==> config.mk <==
export PLATFORM = sky130hd
export DESIGN_NAME = two_ended_table_space_allocator
export DESIGN_NICKNAME = d
export VERILOG_FILES = /design/src/tesa_pkg.sv /design/src/two_ended_table_space_allocator.sv /design/src/tesa_share_div.sv /design/src/tesa_datapath.sv /design/src/tesa_ctrl.sv
export SDC_FILE = /design/constraint.sdc
export NUM_CORES = 2
export LEC_CHECK = 0
export ABC_AREA = 1
export BUFFER_PORTS_ARGS = -buffer_cell sky130_fd_sc_hd__buf_4
export CAP_MARGIN = 20
export CORE_ASPECT_RATIO = 0.7
export CORE_MARGIN = 3
export CORE_UTILIZATION = 37
export DETAILED_ROUTE_END_ITERATION = 8
export PLACE_DENSITY = 0.55
export SLEW_MARGIN = 20
export SYNTH_ARGS = -nofsm -noshare
export SYNTH_HDL_FRONTEND = slang
export SYNTH_HIERARCHICAL = 1
export SYNTH_SLANG_ARGS = --single-unit
==> constraint.sdc <==
create_clock -name clk -period 25.7 [get_ports clk]
set_input_delay 1.285 -clock clk [delete_from_list [all_inputs] [get_ports clk]]
set_output_delay 1.285 -clock clk [all_outputs]
set_load 0.05 [all_outputs]
==> src/tesa_pkg.sv <==
// Shared types and constants for the two-ended table space allocator.
package tesa_pkg;

    localparam int CFG_W = 13;
    localparam int CFG_IDX_W = 2;
    localparam int PAGES_W = 13;
    localparam int PCT_W = 7;
    localparam int COUNT_W = 16;
    localparam int START_W = 24;
    localparam int LENGTH_W = 19;
    localparam int PROD_W = 19;
    localparam int RECIP_W = 24;
    localparam int RECIP_SHIFT = 30;

    localparam logic [PAGES_W-1:0] PAGES_MAX = 13'd4096;
    localparam logic [PCT_W-1:0] PCT_FULL = 7'd100;
    localparam logic [PCT_W-1:0] PCT_MIN_SHARE = 7'd50;
    // Rounded-up reciprocal of one hundred, scaled by two to the RECIP_SHIFT.
    localparam logic [RECIP_W-1:0] PCT_RECIP = 24'd10737419;

    typedef enum logic [1:0] {
        CMD_ALLOC_LOW  = 2'd0,
        CMD_ALLOC_HIGH = 2'd1,
        CMD_RESET_LOW  = 2'd2,
        CMD_RESET_HIGH = 2'd3
    } cmd_t;

    typedef enum logic [1:0] {
        STATUS_OK    = 2'd0,
        STATUS_CROSS = 2'd1,
        STATUS_SHARE = 2'd2
    } status_t;

    typedef enum logic [CFG_IDX_W-1:0] {
        CFG_REGION_PAGES = 2'd0,
        CFG_MAX_SHARE    = 2'd1,
        CFG_PAD          = 2'd2
    } cfg_idx_t;

    typedef enum logic [1:0] {
        ST_IDLE = 2'd0,
        ST_SIZE = 2'd1,
        ST_EXEC = 2'd2
    } state_t;

    typedef struct packed {
        cmd_t                command;
        logic [COUNT_W-1:0]  live_count;
    } req_t;

    typedef struct packed {
        status_t             status;
        logic [START_W-1:0]  table_start;
        logic [LENGTH_W-1:0] table_length;
    } rsp_t;

    typedef struct packed {
        logic load_req;
        logic size_en;
        logic exec_en;
    } dp_cmd_t;

    typedef struct packed {
        logic share_busy;
    } dp_status_t;

endpackage

==> src/two_ended_table_space_allocator.sv <==
// Top level of the two-ended table space allocator.
//
// One region of region_pages pages is shared by two bump allocators: the
// bottom end grows upward from word 0 and the top end grows downward from
// the region size. A request on the req channel carries a command and a live
// count; each request yields exactly one response on the rsp channel with a
// status, the table start word and the table length.
// A request is accepted when req_valid and req_ready are high. It is sized in
// the next cycle and then checked against both ends, and the result of the
// check is registered as the response. One request is in work at a time; it
// passes through acceptance, sizing and checking, in that order.
// The response register decouples the sides: the next request is accepted
// while a response still waits. When the receiver stalls, checking holds
// until the response register frees up.
// Writing region_pages or max_share_percent starts a division by one hundred
// for the share limit; req_ready is low meanwhile.
// Reset restores a full region of 4096 pages, a 100 percent share, no padding
// and both ends at their origins; no division runs after reset.
module two_ended_table_space_allocator #(
    parameter int LOG_WORDS_PER_PAGE = 12,
    parameter int MAX_LIVE_LOG = 16
) (
    input  logic                           clk,
    input  logic                           rst_n,
    input  logic                           cfg_we,
    input  logic [tesa_pkg::CFG_IDX_W-1:0] cfg_index,
    input  logic [tesa_pkg::CFG_W-1:0]     cfg_data,
    input  logic                           req_valid,
    output logic                           req_ready,
    input  tesa_pkg::req_t                 req_data,
    output logic                           rsp_valid,
    input  logic                           rsp_ready,
    output tesa_pkg::rsp_t                 rsp_data
);

    tesa_pkg::dp_cmd_t    cmd;
    tesa_pkg::dp_status_t status;

    tesa_ctrl u_ctrl (
        .clk(clk),
        .rst_n(rst_n),
        .req_valid(req_valid),
        .req_ready(req_ready),
        .rsp_valid(rsp_valid),
        .rsp_ready(rsp_ready),
        .status(status),
        .cmd(cmd)
    );

    tesa_datapath #(
        .LOG_WORDS_PER_PAGE(LOG_WORDS_PER_PAGE),
        .MAX_LIVE_LOG(MAX_LIVE_LOG)
    ) u_datapath (
        .clk(clk),
        .rst_n(rst_n),
        .cfg_we(cfg_we),
        .cfg_index(cfg_index),
        .cfg_data(cfg_data),
        .req_data(req_data),
        .cmd(cmd),
        .status(status),
        .rsp_data(rsp_data)
    );

endmodule

==> src/tesa_share_div.sv <==
// Three-step reciprocal division by one hundred that computes the share limit in words.
module tesa_share_div #(
    parameter int LOG_WORDS_PER_PAGE = 12
) (
    input  logic                                       clk,
    input  logic                                       rst_n,
    input  logic                                       start,
    input  logic [tesa_pkg::PROD_W-1:0]                numerator,
    output logic                                       busy,
    output logic                                       done,
    output logic [tesa_pkg::PAGES_W+LOG_WORDS_PER_PAGE-1:0] quotient
);

    localparam int PROD_W = tesa_pkg::PROD_W;
    localparam int PCT_W = tesa_pkg::PCT_W;
    localparam int PAGES_W = tesa_pkg::PAGES_W;
    localparam int RECIP_W = tesa_pkg::RECIP_W;
    localparam int RECIP_SHIFT = tesa_pkg::RECIP_SHIFT;
    localparam int WORD_W = PAGES_W + LOG_WORDS_PER_PAGE;
    localparam int QPROD_W = PROD_W + RECIP_W;
    localparam int FIN_W = PCT_W + LOG_WORDS_PER_PAGE;
    localparam int FPROD_W = FIN_W + RECIP_W;
    localparam int STEPS = 3;
    localparam int CNT_W = $clog2(STEPS);

    logic               busy_reg;
    logic               busy_next;
    logic [CNT_W-1:0]   cnt_reg;
    logic [CNT_W-1:0]   cnt_next;
    logic [PROD_W-1:0]  num_reg;
    logic [PAGES_W-1:0] quo_reg;
    logic [PCT_W-1:0]   rem_reg;

    logic [QPROD_W-1:0] quo_prod;
    logic [PAGES_W-1:0] quo_step;
    logic [PROD_W-1:0]  quo_times;
    logic [PCT_W-1:0]   rem_step;
    logic [FIN_W-1:0]   frac_in;
    logic [FPROD_W-1:0] frac_prod;
    logic [LOG_WORDS_PER_PAGE-1:0] frac;
    logic               last;

    // The numerator is split into a multiple of one hundred and a remainder, and the
    // remainder is scaled by the page size before its own division.
    always_comb
    begin
        quo_prod = QPROD_W'(num_reg) * QPROD_W'(tesa_pkg::PCT_RECIP);
        quo_step = quo_prod[RECIP_SHIFT +: PAGES_W];
        quo_times = PROD_W'(quo_reg) * PROD_W'(tesa_pkg::PCT_FULL);
        rem_step = PCT_W'(num_reg - quo_times);
        frac_in = FIN_W'(rem_reg) << LOG_WORDS_PER_PAGE;
        frac_prod = FPROD_W'(frac_in) * FPROD_W'(tesa_pkg::PCT_RECIP);
        frac = frac_prod[RECIP_SHIFT +: LOG_WORDS_PER_PAGE];
        last = (cnt_reg == CNT_W'(STEPS - 1));
    end

    always_comb
    begin
        busy_next = busy_reg;
        cnt_next = cnt_reg;
        priority if (start)
        begin
            busy_next = 1'b1;
            cnt_next = '0;
        end
        else if (busy_reg)
        begin
            cnt_next = cnt_reg + 1'b1;
            if (last)
            begin
                busy_next = 1'b0;
            end
        end
    end

    always_ff @(posedge clk or negedge rst_n)
    begin
        if (!rst_n)
        begin
            busy_reg <= 1'b0;
            cnt_reg <= '0;
        end
        else
        begin
            busy_reg <= busy_next;
            cnt_reg <= cnt_next;
        end
    end

    always_ff @(posedge clk)
    begin
        if (start)
        begin
            num_reg <= numerator;
        end
        else if (busy_reg)
        begin
            if (cnt_reg == CNT_W'(0))
            begin
                quo_reg <= quo_step;
            end
            if (cnt_reg == CNT_W'(1))
            begin
                rem_reg <= rem_step;
            end
        end
    end

    assign busy = busy_reg;
    assign done = busy_reg && last;
    assign quotient = (WORD_W'(quo_reg) << LOG_WORDS_PER_PAGE) | WORD_W'(frac);

endmodule

==> src/tesa_datapath.sv <==
// Datapath: settings, end pointers, table sizing, bound checks and response register.
module tesa_datapath #(
    parameter int LOG_WORDS_PER_PAGE = 12,
    parameter int MAX_LIVE_LOG = 16
) (
    input  logic                              clk,
    input  logic                              rst_n,
    input  logic                              cfg_we,
    input  logic [tesa_pkg::CFG_IDX_W-1:0]    cfg_index,
    input  logic [tesa_pkg::CFG_W-1:0]        cfg_data,
    input  tesa_pkg::req_t                    req_data,
    input  tesa_pkg::dp_cmd_t                 cmd,
    output tesa_pkg::dp_status_t              status,
    output tesa_pkg::rsp_t                    rsp_data
);

    localparam int PAGES_W = tesa_pkg::PAGES_W;
    localparam int PCT_W = tesa_pkg::PCT_W;
    localparam int PROD_W = tesa_pkg::PROD_W;
    localparam int COUNT_W = tesa_pkg::COUNT_W;
    localparam int WORD_W = PAGES_W + LOG_WORDS_PER_PAGE;
    localparam int L_W = (MAX_LIVE_LOG < COUNT_W) ? MAX_LIVE_LOG : COUNT_W;
    localparam int TOP_W = $clog2(L_W);
    localparam int T_W = L_W + 2;
    localparam int PADP_W = T_W + PCT_W;
    localparam int START_W = tesa_pkg::START_W;
    localparam int LENGTH_W = tesa_pkg::LENGTH_W;

    function automatic logic [PAGES_W-1:0] clamp_pages(input logic [PAGES_W-1:0] v);
        logic [PAGES_W-1:0] r;
        priority if (v == '0)
            r = PAGES_W'(1);
        else if (v > tesa_pkg::PAGES_MAX)
            r = tesa_pkg::PAGES_MAX;
        else
            r = v;
        return r;
    endfunction

    function automatic logic [PCT_W-1:0] clamp_pct(input logic [PCT_W-1:0] v);
        logic [PCT_W-1:0] r;
        priority if (v < tesa_pkg::PCT_MIN_SHARE)
            r = tesa_pkg::PCT_MIN_SHARE;
        else if (v > tesa_pkg::PCT_FULL)
            r = tesa_pkg::PCT_FULL;
        else
            r = v;
        return r;
    endfunction

    logic [PAGES_W-1:0]  pages_reg, pages_next;
    logic [PCT_W-1:0]    pct_reg, pct_next;
    logic [PCT_W-1:0]    pad_reg, pad_next;
    logic [WORD_W-1:0]   low_end_reg, low_end_next;
    logic [WORD_W-1:0]   high_end_reg, high_end_next;
    logic [WORD_W-1:0]   share_reg, share_next;
    logic [WORD_W-1:0]   floor_reg, floor_next;
    tesa_pkg::req_t      req_reg;
    logic [T_W-1:0]      size_reg;
    tesa_pkg::rsp_t      rsp_reg;

    logic                region_write;
    logic                share_start;
    logic [PROD_W-1:0]   numerator;
    logic [WORD_W-1:0]   words;
    logic [WORD_W-1:0]   words_next;
    logic                div_busy;
    logic                div_done;
    logic [WORD_W-1:0]   div_quot;

    logic [L_W-1:0]      live;
    logic [TOP_W-1:0]    top;
    logic [T_W-1:0]      base;
    logic [T_W-1:0]      size_next;
    logic [L_W+PCT_W-1:0] pad_prod;
    logic [PADP_W-1:0]   pad_bound;

    logic [WORD_W-1:0]   size_ext;
    logic [WORD_W:0]     low_sum;
    logic [WORD_W-1:0]   high_diff;
    logic [WORD_W-1:0]   grant_low;
    logic [WORD_W-1:0]   grant_high;
    tesa_pkg::rsp_t      rsp_next;

    // Settings and share limit.
    always_comb
    begin
        region_write = cfg_we && (cfg_index == tesa_pkg::CFG_REGION_PAGES);
        share_start = region_write || (cfg_we && (cfg_index == tesa_pkg::CFG_MAX_SHARE));
        pages_next = region_write ? clamp_pages(cfg_data[PAGES_W-1:0]) : pages_reg;
        pct_next = (cfg_we && (cfg_index == tesa_pkg::CFG_MAX_SHARE))
                   ? clamp_pct(cfg_data[PCT_W-1:0]) : pct_reg;
        pad_next = (cfg_we && (cfg_index == tesa_pkg::CFG_PAD)) ? cfg_data[PCT_W-1:0] : pad_reg;
        numerator = PROD_W'(pages_next) * PROD_W'(pct_next);
        words = WORD_W'(pages_reg) << LOG_WORDS_PER_PAGE;
        words_next = WORD_W'(pages_next) << LOG_WORDS_PER_PAGE;
        share_next = div_done ? div_quot : share_reg;
        floor_next = div_done ? (words - div_quot) : floor_reg;
    end

    tesa_share_div #(
        .LOG_WORDS_PER_PAGE(LOG_WORDS_PER_PAGE)
    ) u_share_div (
        .clk(clk),
        .rst_n(rst_n),
        .start(share_start),
        .numerator(numerator),
        .busy(div_busy),
        .done(div_done),
        .quotient(div_quot)
    );

    // Table sizing from the top set bit of the count, with padding.
    always_comb
    begin
        live = req_reg.live_count[L_W-1:0];
        if (live == '0)
        begin
            live = L_W'(1);
        end
        top = '0;
        for (int i = 0; i < L_W; i++)
        begin
            if (live[i])
            begin
                top = TOP_W'(i);
            end
        end
        base = ((live & (live - 1'b1)) == '0) ? T_W'(live) : (T_W'(1) << (int'(top) + 1));
        pad_prod = (L_W+PCT_W)'(live) * (L_W+PCT_W)'(pad_reg);
        pad_bound = PADP_W'(base - T_W'(live) + T_W'(1)) * PADP_W'(tesa_pkg::PCT_FULL);
        size_next = (PADP_W'(pad_prod) >= pad_bound) ? (T_W'(1) << (int'(top) + 2)) : base;
    end

    // Bound checks against both ends and the share limit; reset commands return an end to its origin.
    always_comb
    begin
        size_ext = WORD_W'(size_reg);
        low_sum = {1'b0, low_end_reg} + {1'b0, size_ext};
        high_diff = high_end_reg - size_ext;
        grant_low = low_end_reg;
        grant_high = high_end_reg;
        rsp_next.status = tesa_pkg::STATUS_OK;
        rsp_next.table_start = '0;
        rsp_next.table_length = '0;
        unique case (req_reg.command)
            tesa_pkg::CMD_ALLOC_LOW:
            begin
                priority if (low_sum > {1'b0, high_end_reg})
                    rsp_next.status = tesa_pkg::STATUS_CROSS;
                else if (low_sum > {1'b0, share_reg})
                    rsp_next.status = tesa_pkg::STATUS_SHARE;
                else
                begin
                    rsp_next.table_start = START_W'(low_end_reg);
                    rsp_next.table_length = LENGTH_W'(size_reg);
                    grant_low = low_sum[WORD_W-1:0];
                end
            end
            tesa_pkg::CMD_ALLOC_HIGH:
            begin
                priority if ((size_ext > high_end_reg) || (high_diff < low_end_reg))
                    rsp_next.status = tesa_pkg::STATUS_CROSS;
                else if (high_diff < floor_reg)
                    rsp_next.status = tesa_pkg::STATUS_SHARE;
                else
                begin
                    rsp_next.table_start = START_W'(high_diff);
                    rsp_next.table_length = LENGTH_W'(size_reg);
                    grant_high = high_diff;
                end
            end
            tesa_pkg::CMD_RESET_LOW:
                grant_low = '0;
            tesa_pkg::CMD_RESET_HIGH:
                grant_high = words;
        endcase
    end

    always_comb
    begin
        low_end_next = low_end_reg;
        high_end_next = high_end_reg;
        priority if (region_write)
        begin
            low_end_next = '0;
            high_end_next = words_next;
        end
        else if (cmd.exec_en)
        begin
            low_end_next = grant_low;
            high_end_next = grant_high;
        end
    end

    always_ff @(posedge clk or negedge rst_n)
    begin
        if (!rst_n)
        begin
            pages_reg <= tesa_pkg::PAGES_MAX;
            pct_reg <= tesa_pkg::PCT_FULL;
            pad_reg <= '0;
            low_end_reg <= '0;
            high_end_reg <= WORD_W'(tesa_pkg::PAGES_MAX) << LOG_WORDS_PER_PAGE;
            share_reg <= WORD_W'(tesa_pkg::PAGES_MAX) << LOG_WORDS_PER_PAGE;
            floor_reg <= '0;
        end
        else
        begin
            pages_reg <= pages_next;
            pct_reg <= pct_next;
            pad_reg <= pad_next;
            low_end_reg <= low_end_next;
            high_end_reg <= high_end_next;
            share_reg <= share_next;
            floor_reg <= floor_next;
        end
    end

    always_ff @(posedge clk)
    begin
        if (cmd.load_req)
        begin
            req_reg <= req_data;
        end
        if (cmd.size_en)
        begin
            size_reg <= size_next;
        end
        if (cmd.exec_en)
        begin
            rsp_reg <= rsp_next;
        end
    end

    assign status.share_busy = div_busy;
    assign rsp_data = rsp_reg;

    // The two ends never pass each other.
    assert property (@(posedge clk) disable iff (!rst_n)
        low_end_reg <= high_end_reg)
        else $error("bottom end above top end");

    // Once the share limit is settled, the two limits add up to the region size.
    assert property (@(posedge clk) disable iff (!rst_n)
        !div_busy |-> (({1'b0, floor_reg} + {1'b0, share_reg}) == {1'b0, words}))
        else $error("share limits inconsistent with region size");

endmodule

==> src/tesa_ctrl.sv <==
// Controller state machine that sequences each request through sizing and checking.
module tesa_ctrl (
    input  logic                 clk,
    input  logic                 rst_n,
    input  logic                 req_valid,
    output logic                 req_ready,
    output logic                 rsp_valid,
    input  logic                 rsp_ready,
    input  tesa_pkg::dp_status_t status,
    output tesa_pkg::dp_cmd_t    cmd
);

    tesa_pkg::state_t state_reg, state_next;
    logic             rsp_valid_reg, rsp_valid_next;
    logic             rsp_free;

    always_comb
    begin
        state_next = state_reg;
        unique case (state_reg)
            tesa_pkg::ST_IDLE:
                if (req_valid && req_ready)
                    state_next = tesa_pkg::ST_SIZE;
            tesa_pkg::ST_SIZE:
                state_next = tesa_pkg::ST_EXEC;
            tesa_pkg::ST_EXEC:
                if (rsp_free)
                    state_next = tesa_pkg::ST_IDLE;
            default:
                state_next = tesa_pkg::ST_IDLE;
        endcase
    end

    always_comb
    begin
        rsp_free = !rsp_valid_reg || rsp_ready;
        req_ready = (state_reg == tesa_pkg::ST_IDLE) && !status.share_busy;
        cmd.load_req = req_valid && req_ready;
        cmd.size_en = (state_reg == tesa_pkg::ST_SIZE);
        cmd.exec_en = (state_reg == tesa_pkg::ST_EXEC) && rsp_free;
        priority if (cmd.exec_en)
            rsp_valid_next = 1'b1;
        else if (rsp_ready)
            rsp_valid_next = 1'b0;
        else
            rsp_valid_next = rsp_valid_reg;
    end

    always_ff @(posedge clk or negedge rst_n)
    begin
        if (!rst_n)
        begin
            state_reg <= tesa_pkg::ST_IDLE;
            rsp_valid_reg <= 1'b0;
        end
        else
        begin
            state_reg <= state_next;
            rsp_valid_reg <= rsp_valid_next;
        end
    end

    assign rsp_valid = rsp_valid_reg;

    // Sizing always advances to checking in the next cycle.
    assert property (@(posedge clk) disable iff (!rst_n)
        (state_reg == tesa_pkg::ST_SIZE) |=> (state_reg == tesa_pkg::ST_EXEC))
        else $error("sizing did not advance to checking");

    // A checked request always shows up as a pending response.
    assert property (@(posedge clk) disable iff (!rst_n)
        cmd.exec_en |=> rsp_valid_reg)
        else $error("response lost after checking");

endmodule

Word-level counts from Yosys, hierarchy flattened
Cells that the tools add are included.
Widths: inputs -> output; s select.
- $add $sub $neg: 10
- multipliers: 6
- magnitude comparators: 9
- eq/ne operators: 15
- shifts and indexed selects: 2
- mux-type cells: 53
- bitwise gates (word level): 3
- reduce and logical (&&, ||, !) cells: 29
- operators by type and width (cell ; number):
    $mux 25 ; 8
    $mux 43 ; 4
    $pmux 25 s2 ; 2
    $pmux 45 s2 ; 1
    $shl 1x32->18 const A ; 2
    $gt 26x25->1 ; 2
    $lt 25x25->1 ; 2
    $mul 19x24->43 const B ; 1
    $mux 13 ; 3
    $mux 18 ; 2
    $logic_not 16->1 ; 2
    $mux 4 ; 8
    $mul 7x24->30 const B ; 1
    $add 25x18->26 ; 1
    $add 25x1->25 const B ; 1
    $ge 23x25->1 ; 1
    $gt 18x25->1 ; 1
    $mul 25x5->23 const B ; 1
    $or 25x12->25 ; 1
    $sub 25x18->25 ; 1
    $sub 25x25->25 ; 1
    $mul 16x7->23 ; 1
    $mux 7 ; 3
    $mux 2 ; 10
    32 further kinds ; 67
- register bits after elaboration: 253
- input port bits: 38
- logic and storage cells: 147

Longest topological paths before layout
- depth after elaboration: 25
- gate-level depth with buffers: 62

By module
Netlist, hierarchy kept.
- by module, submodules not included (module ; times used ; cells an instance ; area each (um2) ; sequential area each (um2)):
    tesa_datapath ; 1 ; 3237 ; 24334.6 ; 5562.8
    tesa_share_div ; 1 ; 1655 ; 13231.4 ; 1246.2
    tesa_ctrl ; 1 ; 22 ; 165.2 ; 75.1

Worst setup path before layout
OpenSTA, ideal clock, no wires.
- path type: register to register
- from: register u_datapath/req_reg[2] in the netlist's numbering
- to: register u_datapath.size_reg[11], data pin
- arrival: 8.421 ns
- path slack: 17.027 ns
- stages on the path, launching flop included: 55
- path buffers: 2
- period minus slack after synthesis: 8.673 ns
- cells stage by stage: edfxtp_1 buf_2 o21ai_0 a21oi_1 o21ai_0 nand2_1 nand2_1 nand2_1 nand2_1 nand2_1 nand2_1 nand2_1 nand2_1 inv_1 nor2_1 ha_1 nor4_1 nand2_1 [19 not listed] nand3_1 a31oi_1 o21ai_0 a31oi_1 o21ai_0 xor2_1 ha_1 nand2_1 nor4_1 nand3_1 a21oi_1 a211o_1 o22ai_1 nor2_2 nand2_4 buf_8 nand2_1 nand2_1
- cells in the longest elaborated chain, start to end: 25
- elaborated cells on any way between the ends: 31
- classes of those cells: add/sub (5); mul (2); order compare (1); shift (2); mux (18); bitwise (1); reduce/logical (2)
- RTL lines (item ; RTL line ; text):
    start: declaration ; tesa_datapath.sv:58 ; tesa_pkg::req_t req_reg;
    start signal: assignment ; tesa_datapath.sv:224 ; req_reg <= req_data;
    $logic_not 16->1 ; tesa_datapath.sv:117 ; if (live == '0)
    $mux 16 * ; tesa_datapath.sv:117 ;
    $mux 1 ; tesa_datapath.sv:124 ; if (live[i])
    $mux 2 (2 in a row) ; tesa_datapath.sv:124 ;
    $mux 3 (4 in a row) ; tesa_datapath.sv:124 ;
    $mux 4 (8 in a row) ; tesa_datapath.sv:124 ;
    $add 4x1->5 ; tesa_datapath.sv:129 ; base = ((live & (live - 1'b1)) == '0) ? T_W'(live) : (T_W'(1) << (int'(top) + 1));
    $shl 1x32->18 ; tesa_datapath.sv:129 ;
    $mux 18 ; tesa_datapath.sv:129 ;
    $sub 18x16->19 ; tesa_datapath.sv:131 ; pad_bound = PADP_W'(base - T_W'(live) + T_W'(1)) * PADP_W'(tesa_pkg::PCT_FULL);
    $add 25x1->25 ; tesa_datapath.sv:131 ;
    $mul 25x5->23 ; tesa_datapath.sv:131 ;
    $ge 23x25->1 ; tesa_datapath.sv:132 ; size_next = (PADP_W'(pad_prod) >= pad_bound) ? (T_W'(1) << (int'(top) + 2)) : base;
    $mux 18 * ; tesa_datapath.sv:132 ;
    named net u_datapath.size_next[11] ; tesa_datapath.sv:74 ; logic [T_W-1:0] size_next;
    end signal: assignment ; tesa_datapath.sv:228 ; size_reg <= size_next;
    end: declaration ; tesa_datapath.sv:59 ; logic [T_W-1:0] size_reg;
Mark *: on every way through the listed nets, which the timed path passes. The rest lies on a longest branch.
A chain may end at the register's enable or synchronous reset.

Worst setup path after layout
- from: register u_datapath/req_reg[1] in the netlist's numbering
- to: register u_datapath.size_reg[2], data pin
The elaborated chain is that of the path after synthesis.

==> key figures <==
Min path
  – HP Start: u_datapath/floor_reg[24]
  – Path type of the worst min-delay path: reg2reg

Global routing
  – Pin count of the biggest net entering global routing: 75
  – Initial antenna violation count: 6
  – First-pass GRT wire length: 178 mm
  – Grt total ovfl: 0
  – GRT Overall Usage: 21.4%
  – Vias in the first global route: 30100

Logic synthesis
  – Number of synthesized flops with an enable pin: 119
  – Cells after Synth: 4914
  – Fraction of registers with async set/reset: 52.6%
  – Avg Inst Size Synth: 7.68 µm²
  – Most common cell in the netlist: nand2_1
  – Post-synth top cells: nand2_1 (1084), inv_1 (1064), ha_1 (595)
  – Syn_nets: 5870
  – Synth top area share: 19.7%
  – Ys flop type: dfrtp_1
  – Seq cells post-synth: 251
  – Synth area leaders: ha_1 (20%), fa_1 (17%), nand2_1 (11%)
  – Syn. warnings: 6
  – Post-synthesis sequential area ratio: 18.2%
  – Dominant cell type by area after synthesis: ha_1
  – Cell variety after synth: 63
  – Synth Cell Area: 37700 µm²

Timing
  – Final hold vios: 0
  – Clock Skew: 0.0465 ns
  – Rel. slew slack: 34.6%
  – Worst hold margin: 0.488 ns
  – Unrepaired setup endpoints after global routing: false
  – Highest clock rate: 0.0924 GHz
  – Slew @ Worst Pin: 0.980 ns
  – Slew Viols, Final: 0
  – Final Worst Setup Slack: 14.88 ns
  – Sum Neg Setup Slack: 0 ns
  – Tcrit/Tclk final: 42.1%
  – # setup viols final: 0
  – Minimum clock period: 10.82 ns

Clock tree
  – Resize count post-CTS: 0
  – H-tree Lvls: 1
  – Clock sinks: 251
  – Root Buffer: clkbuf_16
  – Post-CTS Hold Buffers: 0
  – Clock Latency Late Sink: 0.62 ns
  – CTS clock-pin slew for the worst setup and hold paths: 0.07 ns
  – Post-CTS setup buffer count: 0
  – Clock Tree Buf Depth: 3
  – Inserted Clock Buffers: 28
  – CTS tree: built

Route
  – Post-DRT Antenna Nets: 0
  – DRC: 0
  – Drt pass-1 iters: 6
  – DR WL/cell: 17.9 µm
  – Vias: 31600
  – WL final: 113 mm
  – DRT iter0 DRCs: 2541
  – Vias/cell: 5.00

Critical path
  – Worst Setup Start Kind: register
  – CP Capture Type: register
  – Critical Path AT: 11.18 ns
  – Critical path's largest stage delay: 0.69 ns
  – R2r startpoint: u_datapath/req_reg[1]
  – Launch point of the critical path: u_datapath/req_reg[1]
  – Crit path kind: reg2reg
  – CP max FO: 18
  – CP max stage cell: nor2_2
  – Worst Path Required: 26.07 ns
  – Crit-path most repeated cell: nand2_1

Place
  – Place WS: 14.99 ns
  – Placed instance area: 39700 µm²
  – Routability-driven placement congestion ratio: 0.961
  – DP HPWL: 97.0 mm
  – IO buf count: 83

Outcome
  – Status: finished, final reports clean

Finish
  – P&R area growth vs syn: 7.88%
  – Max reg flops: 44
  – Layout Nets: 5907
  – Design area: 40700 µm²
  – Share of post-route cells with drive strength above 1: 5.03%

Floorplan
  – Initial core utilization: 37.5%
  – Number of I/O pins: 85
  – Die footprint: 106000 µm²
  – Die width: 388 µm
  – Row Count: 97
  – Die Span Y: 273 µm
  – Core Region: 101000 µm²

Flow run
  – MaxCap Viol Count: 0
## cells by family (layout without fill, tap and decap cells)
kind of cell	Yosys count	after routing	synth area share, %
XOR/XNOR	150	150	3.52
buffers and inverters	1166	1225	12.0
AO/OA/AOI/OAI	603	603	8.80
adder cells (fa/ha/maj)	918	918	36.9
other	1	2	0.00994
flip-flops	251	251	18.2
AND/OR/NAND/NOR	1825	1825	20.6
## worst paths after layout
check	end	slack (ns)	cells after the start
worst max-delay path	u_datapath/size_reg[2]	14.88	53
min in group asynchronous	u_datapath/floor_reg[2]	0.64	1
worst min register to register	u_datapath/floor_reg[24]	0.49	2
worst min-delay path	u_datapath/floor_reg[24]	0.49	2
worst max register to register	u_datapath/size_reg[2]	14.88	53
max in group asynchronous	u_datapath/pct_reg[1]	23.54	2
## critical path: cells and delay by family (launching register included)
kind / cells / cell delay [ns]
adder cells (fa/ha/maj): 7 / 2.50
XOR/XNOR: 3 / 0.69
AO/OA/AOI/OAI: 11 / 1.98
buffers and inverters: 4 / 0.41
flip-flops: 1 / 0.59
AND/OR/NAND/NOR: 28 / 4.42
## per-stage QoR
stage               instances  util, %
CTS                      6309     40.5
global route             6309     40.5
global placement         6257     39.4
finish                   6310     40.5
detailed placement       6257     39.4
floorplan                4914        -
## cells in the final DEF, fill, tap and decap left out, drive strengths merged, types with 14 or more instances in the layout
cell and n:
nand2 1107, inv 1073, ha 595, nor2 331, fa 323, a21oi 247, o21ai 238, nand3 223
dfrtp 126, edfxtp 119, xor2 105, buf 101, nor3 58, nand4 49, xnor2 45, clkbuf 34
nand3b 25, o22ai 17, o21bai 15, nor4 14, a21o 14
## routing by layer
layer	vias up	wire length (µm)	GRT usage (%)
li1	15600	-	-
met1	14900	60300	35.7
met2	958	42200	28.5
met3	64	9230	3.68
met4	2	1440	2.90
met5	-	13	0
## layout make-up
type	instances	area (µm²)
Timing Repair Buffer	101	762
Fill cell	10300	59900
Clock buffer	34	753
Tap cell	1336	1670
Clock inverter	18	256
Multi-Input combinational cell	3497	26400
Antenna cell	1	2.50
Inverter	1072	4020
Sequential cell	251	6880
Power is left out: the tool's default activity adds up to more than one toggle a clock period on the data nets, which glitch-free logic cannot reach.
